### src/design/rmt_pkg.sv
// Shared types, constants and helpers for the range max table.
`timescale 1ns / 1ps
`default_nettype none

package rmt_pkg;

    localparam int POSITIONS_DEF = 1024;

    localparam logic signed [31:0] NEG_INF = -32'sd1061109567;

    // generation tag width; a clear bumps the generation
    localparam int GEN_W = 8;

    localparam logic [1:0] OP_UPDATE = 2'd0;
    localparam logic [1:0] OP_QUERY  = 2'd1;
    localparam logic [1:0] OP_CLEAR  = 2'd2;

    typedef struct packed {
        logic [GEN_W-1:0]   tag;
        logic signed [31:0] val;
    } t_node;

    typedef struct packed {
        logic rd_a;
        logic rd_b;
        logic wr;
    } t_ram_ctl;

    function automatic logic signed [31:0] max_s(input logic signed [31:0] a,
                                                 input logic signed [31:0] b);
        max_s = (a > b) ? a : b;
    endfunction

endpackage

`default_nettype wire

### src/design/rmt_walker.sv
// Tree walker: clearing sweep, leaf-to-root update, bottom-up range query.
`timescale 1ns / 1ps
`default_nettype none

module rmt_walker
    import rmt_pkg::*;
#(
    parameter int POSITIONS = POSITIONS_DEF
) (
    input  wire logic                       i_clk,
    input  wire logic                       i_rst_n,
    input  wire logic                       i_valid,
    input  wire logic [1:0]                 i_operation,
    input  wire logic [10:0]                i_position,
    input  wire logic signed [31:0]         i_value,
    input  wire logic signed [11:0]         i_query_low,
    input  wire logic signed [11:0]         i_query_high,
    input  wire logic signed [31:0]         i_zero_slot,
    output logic                            o_busy,
    output logic                            o_res_valid,
    output logic signed [31:0]              o_res,
    input  wire logic                       i_res_take,
    output t_ram_ctl                        o_ctl,
    output logic [$clog2(POSITIONS):0]      o_rd_a_addr,
    output logic [$clog2(POSITIONS):0]      o_rd_b_addr,
    output logic [$clog2(POSITIONS):0]      o_wr_addr,
    output t_node                           o_wr_data,
    input  wire t_node                      i_rd_a_data,
    input  wire t_node                      i_rd_b_data
);

    localparam int LVL = $clog2(POSITIONS);
    localparam int NW  = LVL + 1;
    localparam int BW  = LVL + 2;
    localparam logic signed [31:0] POS_S = 32'(POSITIONS);

    localparam logic [2:0] S_SWEEP = 3'd0;
    localparam logic [2:0] S_IDLE  = 3'd1;
    localparam logic [2:0] S_UPD   = 3'd2;
    localparam logic [2:0] S_QRY   = 3'd3;
    localparam logic [2:0] S_DONE  = 3'd4;

    logic [2:0]         r_state, n_state;
    logic [GEN_W-1:0]   r_gen, n_gen;
    logic               r_sweep_neg, n_sweep_neg;
    logic [NW-1:0]      r_waddr, n_waddr;
    logic [NW-1:0]      r_addr, n_addr;
    logic               r_pend, n_pend;
    logic signed [31:0] r_val, n_val;
    logic [BW-1:0]      r_l, n_l;
    logic [BW-1:0]      r_r, n_r;
    logic               r_qa, n_qa;
    logic               r_qb, n_qb;
    logic signed [31:0] r_acc, n_acc;
    logic               r_zero_only, n_zero_only;
    logic               r_zero_incl, n_zero_incl;

    logic signed [31:0] eff_a, eff_b, fold;
    logic signed [31:0] pos_s, ql_s, qh_s, lo_s, hi_s, lo_m1, hi_m1;
    logic               pos_ok;
    logic [BW-1:0]      r_m1;
    logic               clr_acc;

    function automatic logic [LVL-1:0] pos_m1_bits(input logic signed [31:0] p);
        logic signed [31:0] m;
        m = p - 32'sd1;
        pos_m1_bits = m[LVL-1:0];
    endfunction

    assign eff_a = (i_rd_a_data.tag == r_gen) ? i_rd_a_data.val : NEG_INF;
    assign eff_b = (i_rd_b_data.tag == r_gen) ? i_rd_b_data.val : NEG_INF;

    assign pos_s  = {21'd0, i_position};
    assign pos_ok = (pos_s >= 32'sd1) && (pos_s <= POS_S);
    assign ql_s   = {{20{i_query_low[11]}}, i_query_low};
    assign qh_s   = {{20{i_query_high[11]}}, i_query_high};
    assign lo_s   = (ql_s < 32'sd1) ? 32'sd1 : ql_s;
    assign hi_s   = (qh_s > POS_S) ? POS_S : qh_s;
    assign lo_m1  = lo_s - 32'sd1;
    assign hi_m1  = hi_s - 32'sd1;
    assign r_m1   = r_r - BW'(1);

    assign clr_acc = (r_state == S_IDLE) && i_valid && (i_operation == OP_CLEAR);

    always_comb begin
        n_state     = r_state;
        n_gen       = r_gen;
        n_sweep_neg = r_sweep_neg;
        n_waddr     = r_waddr;
        n_addr      = r_addr;
        n_pend      = r_pend;
        n_val       = r_val;
        n_l         = r_l;
        n_r         = r_r;
        n_qa        = r_qa;
        n_qb        = r_qb;
        n_acc       = r_acc;
        n_zero_only = r_zero_only;
        n_zero_incl = r_zero_incl;
        o_ctl       = '0;
        o_rd_a_addr = r_addr;
        o_rd_b_addr = r_m1[NW-1:0];
        o_wr_addr   = r_waddr;
        o_wr_data   = '{tag: r_gen, val: max_s(eff_a, r_val)};
        fold        = r_acc;
        if (r_qa) begin
            fold = max_s(fold, eff_a);
        end
        if (r_qb) begin
            fold = max_s(fold, eff_b);
        end

        case (r_state)
            S_SWEEP: begin
                o_ctl.wr  = 1'b1;
                o_wr_data = '{tag: '0, val: (r_sweep_neg ? NEG_INF : 32'sd0)};
                n_waddr   = r_waddr + NW'(1);
                if (&r_waddr) begin
                    n_state = S_IDLE;
                end
            end
            S_IDLE: begin
                if (i_valid) begin
                    case (i_operation)
                        OP_UPDATE: begin
                            if (pos_ok) begin
                                n_addr  = {1'b1, pos_m1_bits(pos_s)};
                                n_pend  = 1'b0;
                                n_val   = i_value;
                                n_state = S_UPD;
                            end
                        end
                        OP_QUERY: begin
                            n_acc       = NEG_INF;
                            n_qa        = 1'b0;
                            n_qb        = 1'b0;
                            n_zero_only = (qh_s == 32'sd0);
                            n_zero_incl = (qh_s > 32'sd0) && (ql_s < 32'sd1);
                            if ((qh_s > 32'sd0) && (lo_s <= hi_s)) begin
                                n_l = {2'b01, lo_m1[LVL-1:0]};
                                n_r = {2'b01, hi_m1[LVL-1:0]} + BW'(1);
                            end else begin
                                n_l = '0;
                                n_r = '0;
                            end
                            n_state = S_QRY;
                        end
                        OP_CLEAR: begin
                            if (&r_gen) begin
                                n_gen       = '0;
                                n_sweep_neg = 1'b1;
                                n_waddr     = '0;
                                n_state     = S_SWEEP;
                            end else begin
                                n_gen = r_gen + GEN_W'(1);
                            end
                        end
                        default: ;
                    endcase
                end
            end
            S_UPD: begin
                o_ctl.wr = r_pend;
                if (r_addr != '0) begin
                    o_ctl.rd_a = 1'b1;
                    n_waddr    = r_addr;
                    n_addr     = r_addr >> 1;
                    n_pend     = 1'b1;
                end else begin
                    n_pend = 1'b0;
                    if (!r_pend) begin
                        n_state = S_IDLE;
                    end
                end
            end
            S_QRY: begin
                n_acc = fold;
                if (r_l < r_r) begin
                    o_ctl.rd_a  = r_l[0];
                    o_ctl.rd_b  = r_r[0];
                    o_rd_a_addr = r_l[NW-1:0];
                    n_qa        = r_l[0];
                    n_qb        = r_r[0];
                    n_l         = (r_l + BW'(r_l[0])) >> 1;
                    n_r         = (r_r - BW'(r_r[0])) >> 1;
                end else begin
                    n_qa    = 1'b0;
                    n_qb    = 1'b0;
                    n_state = S_DONE;
                end
            end
            S_DONE: begin
                if (i_res_take) begin
                    n_state = S_IDLE;
                end
            end
            default: begin
                n_state = S_IDLE;
            end
        endcase
    end

    assign o_busy      = (r_state != S_IDLE);
    assign o_res_valid = (r_state == S_DONE);
    assign o_res       = r_zero_only ? i_zero_slot :
                         (r_zero_incl ? max_s(r_acc, i_zero_slot) : r_acc);

    always_ff @(posedge i_clk) begin
        if (!i_rst_n) begin
            r_state     <= S_SWEEP;
            r_gen       <= '0;
            r_sweep_neg <= 1'b0;
            r_waddr     <= '0;
        end else begin
            r_state     <= n_state;
            r_gen       <= n_gen;
            r_sweep_neg <= n_sweep_neg;
            r_waddr     <= n_waddr;
        end
    end

    always_ff @(posedge i_clk) begin
        r_addr      <= n_addr;
        r_pend      <= n_pend;
        r_val       <= n_val;
        r_l         <= n_l;
        r_r         <= n_r;
        r_qa        <= n_qa;
        r_qb        <= n_qb;
        r_acc       <= n_acc;
        r_zero_only <= n_zero_only;
        r_zero_incl <= n_zero_incl;
    end

    a_no_rw_same_node: assert property (@(posedge i_clk) disable iff (!i_rst_n)
        (o_ctl.wr && o_ctl.rd_a) |-> (o_wr_addr != o_rd_a_addr))
        else $error("read and write of the same node in one cycle");

    a_bounds_ordered: assert property (@(posedge i_clk) disable iff (!i_rst_n)
        (r_state == S_QRY) |-> (r_l <= r_r))
        else $error("query bounds crossed");

    a_gen_only_on_clear: assert property (@(posedge i_clk) disable iff (!i_rst_n)
        !clr_acc |=> $stable(r_gen))
        else $error("generation changed without a clear");

    a_sweep_ends: assert property (@(posedge i_clk) disable iff (!i_rst_n)
        ((r_state == S_SWEEP) && (&r_waddr)) |=> (r_state == S_IDLE))
        else $error("sweep did not end at the last node");

    a_idle_no_write: assert property (@(posedge i_clk) disable iff (!i_rst_n)
        (r_state == S_IDLE) |-> !o_ctl.wr)
        else $error("memory write while idle");

endmodule

`default_nettype wire

### config.mk
export PLATFORM = sky130hd
export DESIGN_NAME = rmt_walker
export DESIGN_NICKNAME = d
export VERILOG_FILES = /design/src/design/rmt_pkg.sv /design/src/design/rmt_walker.sv
export SDC_FILE = /design/constraint.sdc
export NUM_CORES = 1
export LEC_CHECK = 0
export ABC_CLOCK_PERIOD_IN_PS = 11200
export BUFFER_PORTS_ARGS = -buffer_cell sky130_fd_sc_hd__buf_2
export CAP_MARGIN = 20
export CORE_MARGIN = 2
export CORE_UTILIZATION = 60
export CTS_BUF_LIST = sky130_fd_sc_hd__clkbuf_4
export DETAILED_ROUTE_END_ITERATION = 8
export PLACE_DENSITY = 0.91
export SYNTH_ARGS = -nofsm -noshare
export SYNTH_HDL_FRONTEND = slang
export SYNTH_SLANG_ARGS = --single-unit
### constraint.sdc
create_clock -name i_clk -period 11.2 [get_ports i_clk]
set_clock_uncertainty 0.1 [all_clocks]
set_input_delay 2.24 -clock i_clk [delete_from_list [all_inputs] [get_ports i_clk]]
set_output_delay 2.24 -clock i_clk [all_outputs]
set_load 0.005 [all_outputs]
==> results_dict.tcl, run 1 <==
set metrics [dict create \
    status "finished, final reports clean" \
    min_from "r_sweep_neg" \
    slew_headroom_pct 26.6 \
    regArea_mm2 0.00355 \
    finalWirelength_mm 37.9 \
    rsz0062_at_grt "no" \
    cp.arrival_ns 7.08 \
    yosysUniqueCellTypes 80 \
    multi_input_area_mm2 0.00794 \
    synth_top_area_share_pct 25.1 \
    synth_area_mm2 0.0123 \
    yosysSeqAreaShare_pct 28.9 \
    worstMarginPinSlew_ns 1.10 \
    peakVddDrop_mv 0.0811 \
    cts_hold_buf 0 \
    synth_seq_cells 126 \
    ys.flop_type "edfxtp_1" \
    startpoint_type "input port" \
    drtAntennaViolNets 0 \
    place.gp.congestion 0.983 \
    antenna_found_initial 6 \
    grt_pass1_vias 12100 \
    port_buffers 294 \
    total_power_w 0.00116 \
    die_y_um 147 \
    finalCritPeriodShare_pct 84.1 \
    start_util_pct 61.0 \
    yosysWarnings 0 \
    rows 52 \
    postLayoutCellArea_mm2 0.0143 \
    dpl-instance-area_mm2 0.0140 \
    synth_fa_ha_area_share_pct 16.3 \
    ioPinCount 295 \
    setup-tns-final_ns 0 \
    drive_above_1_share_pct 23.5 \
    synthXorXnorAreaFrac_pct 4.41 \
    finalNetCount 2084 \
    grt_max_degree 47 \
    r2r-end "r_acc[28]" \
    hold_path_class "register to register" \
    clock-sinks 126 \
    syn-num-nets 1820 \
    fmaxAchievable_mhz 106 \
    ctsHtreeMaxLevel 4 \
    worst_path_largest_cell_delay_ns 0.95 \
    hold_viol_final 0 \
    clk_transition_reported_paths_ns 0.12 \
    maxSlewViolCount 0 \
    critPathKind "input port to primary output" \
    min_period_ns 9.42 \
    fin_hold_ws_ns 0.405 \
    critPathMaxFanout 32 \
    synth_top_area_cell "edfxtp_1" \
    dp_hpwl_mm 30.2 \
    vias_per_cell 6.20 \
    path_buf_inv 4 \
    grt_first_pass_wirelength_mm 59.0 \
    worstRegToRegCells 23 \
    rrSetupSlack_ns 3.49 \
    cp-end-kind "primary output" \
    min_path_cells 2 \
    cpLargestDelayFamily "simple AND/OR/NAND/NOR gates" \
    cap_violations 0 \
    cts_resized 0 \
    power.density_mw_per_mm2 81.2 \
    tritoncts "built" \
    avgRoutedWirePerCell_um 18.7 \
    synth.area.mux_share_pct 4.91 \
    grt-ovfl-total 0 \
    setup_viol 0 \
    synthSimpleGateAreaFrac_pct 19.6 \
    grt_usage_pct 34.0 \
    first_pass_iters 8 \
    leakagePower_nw 6.65 \
    cts_made_buffers 17 \
    async_reset_ff_share_pct 0 \
    min_to "r_sweep_neg" \
    core-area_mm2 0.0202 \
    die_w_um 147 \
    synth_top_family_by_area "simple AND/OR/NAND/NOR gates" \
    vias 12500 \
    cpMaxStageDelayCell "a21o_1" \
    fp.dieArea_mm2 0.0217 \
    area_growth_pct 15.9 \
    syn-instance-count 1475 \
    timing.rr.start "r_gen[1]" \
    worstPathCellList "buf_2 > xor2_1 > nor4_1 > and2_1 > buf_4 > nor2b_1 > inv_1 > ha_1 > nand4_1 > nor4_1 > a21o_1 > nand3_1 > a21oi_1 > buf_2" \
    post_cts_buffers 0 \
    required_ns 8.86 \
    synthTopCellsByArea "edfxtp_1, ha_1, nand2_1" \
    clockBufferDepth 2 \
    drtIter0Drc 1018 \
    cts_root_buffer "clkbuf_4" \
    synth_area_per_cell_um2 8.35 \
    clk_latency_ns 0.60 \
    drcViolationCount 0 \
    synth_edf_count 103 \
    synth_compound_area_share_pct 19.0 \
    fillCellCount 1570 \
]
-- worst max-delay path by stage --
stage               depth (start not counted)       endpoint            start  slack [ns]
floorplan                                  15   o_wr_data[1]  i_rd_a_data[36]        3.77
global placement                           14  o_wr_data[16]  i_rd_a_data[36]        2.22
detailed placement                         24      r_acc[28]  i_rd_a_data[36]        1.77
CTS                                        14  o_wr_data[16]  i_rd_a_data[36]        1.91
global route                               14  o_wr_data[17]  i_rd_a_data[36]        1.43
finish                                     14  o_wr_data[16]  i_rd_a_data[36]        1.78
-- where the power goes --
group,switching [W],internal [W],total [W]
clock,0.000206,0.000136,0.000342
sequential,0.0000170,0.000520,0.000537
combinational,0.000162,0.000117,0.000279
-- worst min-delay path: cells and delay by family (launching register included) --
family	cells	cell delay, ns
flops	1	0.36
simple gates	1	0.08
compound gates	1	0.04
-- metal layers --
layer | vias to the layer above | part of all wire [%] | GRT usage (%)
li1 | 5917 | - | -
met1 | 5717 | 38 | 40.8
met2 | 777 | 48 | 58.2
met3 | 131 | 11 | 8.23
met4 | 4 | 3.8 | 15.0
met5 | - | 0.055 | 0
-- cells in the mapped netlist (4+ instances only) --
master	count
o211ai_1	10
inv_1	144
nor2b_1	27
xor2_1	22
a311oi_1	21
o21a_1	4
nand4_1	32
o21ai_0	74
nand2b_1	19
mux2_2	37
o31ai_1	19
nand3_1	56
a21boi_0	6
xnor2_1	40
buf_2	11
nand3b_1	4
nor3_1	37
mux2_1	6
clkbuf_1	47
and2_1	9
and3_1	18
buf_6	6
a211oi_1	6
a21o_1	17
a31oi_1	10
a21oi_1	122
ha_1	160
nor2_1	65
o22ai_1	18
edfxtp_1	103
mux2i_1	12
or3_1	5
and4_1	5
nand2_1	186
o22a_1	4
nor4_1	16
dfxtp_1	23
a22oi_1	10
-- flip-flops by register name, indices dropped and copies added (netlist names) --
name,cells
r_acc,32
r_val,32
r_r,12
o_wr_addr,11
r_addr,11
r_l,11
r_gen,8
r_state,3
r_pend,1
r_qa,1
r_qb,1
r_sweep_neg,1
r_zero_incl,1
r_zero_only,1
-- final cells by class --
type,instances,area share (%)
Clock buffer,17,0.894
Multi-Input combinational cell,1137,55.6
Inverter,145,3.81
Antenna cell,3,0.0526
Timing Repair Buffer,312,11.3
Sequential cell,126,24.9
Tap cell,270,2.37
Clock inverter,15,1.10
-- stage by stage --
step / setup WS (ns) / cells / util, %
finish: 1.78 / 2025 / 70.8
floorplan: 3.77 / 1475 / -
detailed placement: 1.77 / 1990 / 69.3
global placement: 2.22 / 1990 / 69.3
global route: 1.43 / 2023 / 70.7
CTS: 1.91 / 2022 / 70.7
-- kinds of logic (layout without fill, tap and decap cells) --
| kind of cell | count (synthesis) | after routing |
|---|---|---|
| buffers and inverters | 212 | 489 |
| xor gates and xnor gates | 62 | 62 |
| muxes | 55 | 55 |
| DFF | 126 | 126 |
| AOI/OAI and AO/OA | 365 | 365 |
| and+or+nand+nor | 495 | 495 |
| other | 0 | 3 |
| adders and majority gates | 160 | 160 |
-- placed cells by master (no fill, tap or decap), types with 19 or more instances in the layout --
| cell | instances |
|---|---|
| buf_2 | 294 |
| nand2_1 | 186 |
| ha_1 | 160 |
| inv_1 | 144 |
| a21oi_1 | 121 |
| edfxtp_1 | 103 |
| o21ai_0 | 74 |
| nor2_1 | 61 |
| nand3_1 | 56 |
| xnor2_1 | 40 |
| mux2_2 | 37 |
| nor3_1 | 35 |
| nand4_1 | 32 |
| nor2b_1 | 27 |
| dfxtp_1 | 23 |
| xor2_1 | 22 |
| a311oi_1 | 21 |
| nand2b_1 | 19 |
| o31ai_1 | 19 |
No activity file was read; power rests on OpenSTA's default activity.
==> inputs of run 2 (changes only) <==
Settings changed: ABC_AREA set to 1, ABC_CLOCK_PERIOD_IN_PS 11200 to 9510, CORE_UTILIZATION 60 to 58, PLACE_DENSITY 0.91 to 0.88.
Clock period 11.2 ns to 9.51 ns, I/O delays scaled along.
==> results_dict.tcl, run 2 <==
set metrics [dict create \
    rsz0062_at_grt "no" \
    die_w_um 156 \
    grt_pass1_vias 13200 \
    use_met3_pct 6.61 \
    synth.most_common_cell "nand2_1" \
    drcViolationCount 0 \
    syn-num-nets 2277 \
    area_growth_pct 14.7 \
    synth_top_area_cell "edfxtp_1" \
    core-area_mm2 0.0226 \
    peakVddDrop_mv 0.0968 \
    synth_area_mm2 0.0133 \
    hold_viol_final 0 \
    grt-ovfl-total 0 \
    setup-tns-final_ns 0 \
    grt_max_degree 56 \
    cap_violations 0 \
    setup_viol 0 \
    worstMarginPinSlew_ns 0.989 \
    synth_common_cells "nand2_1, inv_1, nand3_1" \
    clk_latency_ns 0.60 \
    rows 55 \
    finalWorstSetupSlack_ns 1.57 \
    avgRoutedWirePerCell_um 15.7 \
    synth_seq_cells 126 \
    multi_input_area_mm2 0.00821 \
    place.gp.congestion 0.940 \
    yosysUniqueCellTypes 54 \
    cp-end-kind "primary output" \
    antenna_found_initial 5 \
    synth_edf_count 103 \
    ctsHtreeMaxLevel 4 \
    power.density_mw_per_mm2 129 \
    syn-instance-count 1932 \
    vias 14000 \
    finalCritPeriodShare_pct 83.5 \
    async_reset_ff_share_pct 0 \
    pre_cts_ws_ns 1.50 \
    finalWirelength_mm 39.3 \
    gr-usage-met2_pct 55.2 \
    slew_headroom_pct 33.9 \
    finalNetCount 2536 \
    final_cell_mix "nand2_1, inv_1, buf_2" \
    cp.arrival_ns 5.94 \
    grt_usage_pct 32.4 \
    synth_top_area_share_pct 23.2 \
    cts_hold_buf 0 \
    fillCellCount 1922 \
    clk_transition_reported_paths_ns 0.16 \
    min_period_ns 7.94 \
    critPathKind "input port to primary output" \
    required_ns 7.51 \
    drtIter0Drc 1209 \
    critPathMaxFanout 55 \
    fp.dieArea_mm2 0.0242 \
    clockBufferDepth 2 \
    ys.flop_type "edfxtp_1" \
    startpoint_type "input port" \
    top_regs "r_acc (32), r_val (32), r_r (12)" \
    yosysWarnings 0 \
    drive_above_1_share_pct 18.9 \
    ioPinCount 295 \
    regArea_mm2 0.00355 \
    met1_usage_pct 40.3 \
    synth_area_per_cell_um2 6.90 \
    cts_root_buffer "clkbuf_4" \
    busiest_layer "met2" \
    post_cts_buffers 0 \
    clock-sinks 126 \
    final_cells 2494 \
    fin_util_pct 67.6 \
    leakagePower_nw 8.20 \
    fmaxAchievable_mhz 126 \
    grt_first_pass_wirelength_mm 63.0 \
    tritoncts "built" \
    dp_hpwl_mm 31.4 \
    port_buffers 294 \
    yosysSeqAreaShare_pct 26.6 \
    start_util_pct 58.9 \
    maxSlewViolCount 0 \
    drtAntennaViolNets 0 \
    die_y_um 156 \
    status "finished, final reports clean" \
    hold_path_class "register to register" \
    vias_per_cell 5.60 \
    cts_resized 0 \
    cts_made_buffers 17 \
    final_common_cell "nand2_1" \
    first_pass_iters 6 \
    fin_hold_ws_ns 0.406 \
    place_inst 2454 \
    synthTopCellsByArea "edfxtp_1, ha_1, nand2_1" \
]
[run 2: cell types whose count changed after synthesis, moves of 19 or more]
cell and change:
a21oi_1 -27, a311oi_1 -21, clkbuf_1 -26, inv_1 +184
mux2_2 -37, nand2_1 +292, nand2b_1 -19, nand3_1 +129
nor2_1 +79, nor2_4 +31, nor2b_1 -27, o21ai_1 +19
xnor2_1 -33
[run 2: critical path, stage by stage]
cell and delay, ns:
buf_2 0.10, xor2_1 0.13, nor4_1 0.48, nand2_4 0.56, nor2_1 0.51, ha_1 0.32
a21oi_1 0.18, nor2_1 0.06, nor2_1 0.08, nand3_1 0.10, a21boi_2 0.17, nand2_1 0.08
nand2_2 0.18, nand3_4 0.49, nand2_1 0.20, o21ai_1 0.08, nor2_1 0.13, buf_2 0.15
[run 2: stage by stage]
step | instance area (µm²) | total power, W
after detailed placement | 14900 | 0.00156
after global placement | 14900 | 0.00153
after global routing | 15300 | 0.00212
after floorplan | 13300 | 0.00126
final | 15300 | 0.00198
after CTS | 15200 | 0.00196
[run 2: report_power, final]
group	leakage, nW	internal (W)	total (W)	switching, W
combinational	6.92	0.000309	0.000835	0.000525
sequential	1.11	0.000672	0.000739	0.0000667
clock	0.168	0.000145	0.000406	0.000261
total	8.20	0.00113	0.00198	0.000853
[run 2: final cells by class]
class / count / area share, %
timing repair buffer: 304 / 10.5
clock buffer: 17 / 0.834
inverter: 337 / 8.27
tap: 285 / 2.33
clock inverter: 15 / 1.13
multi-input combinational: 1405 / 53.6
antenna: 5 / 0.0818
sequential: 126 / 23.2
[run 2: path summary, 6_finish.rpt]
kind	depth (start not counted)	slack, ns	start	to
worst max-delay path	18	1.57	i_rd_a_data[38]	o_wr_data[1]
worst min-delay path	2	0.41	o_wr_addr[1]	o_wr_addr[1]
worst max register to register	29	3.03	r_gen[7]	r_acc[10]
worst min register to register	2	0.41	o_wr_addr[1]	o_wr_addr[1]
[run 2: cells by family after synthesis]
kind of cell / count (synthesis) / synth area share (%)
adders and majority gates: 160 / 15.0
AOI/OAI and AO/OA: 234 / 9.66
and+or+nand+nor: 968 / 33.8
xor gates and xnor gates: 43 / 2.88
DFF: 126 / 26.6
buffers and inverters: 401 / 12.0
[run 2: routing by layer]
layer  wire length, µm  part of all wire [%]
met5                16                 0.041
met4              1160                   3.0
met3              3860                   9.8
met2             18600                    47
met1             15700                    40
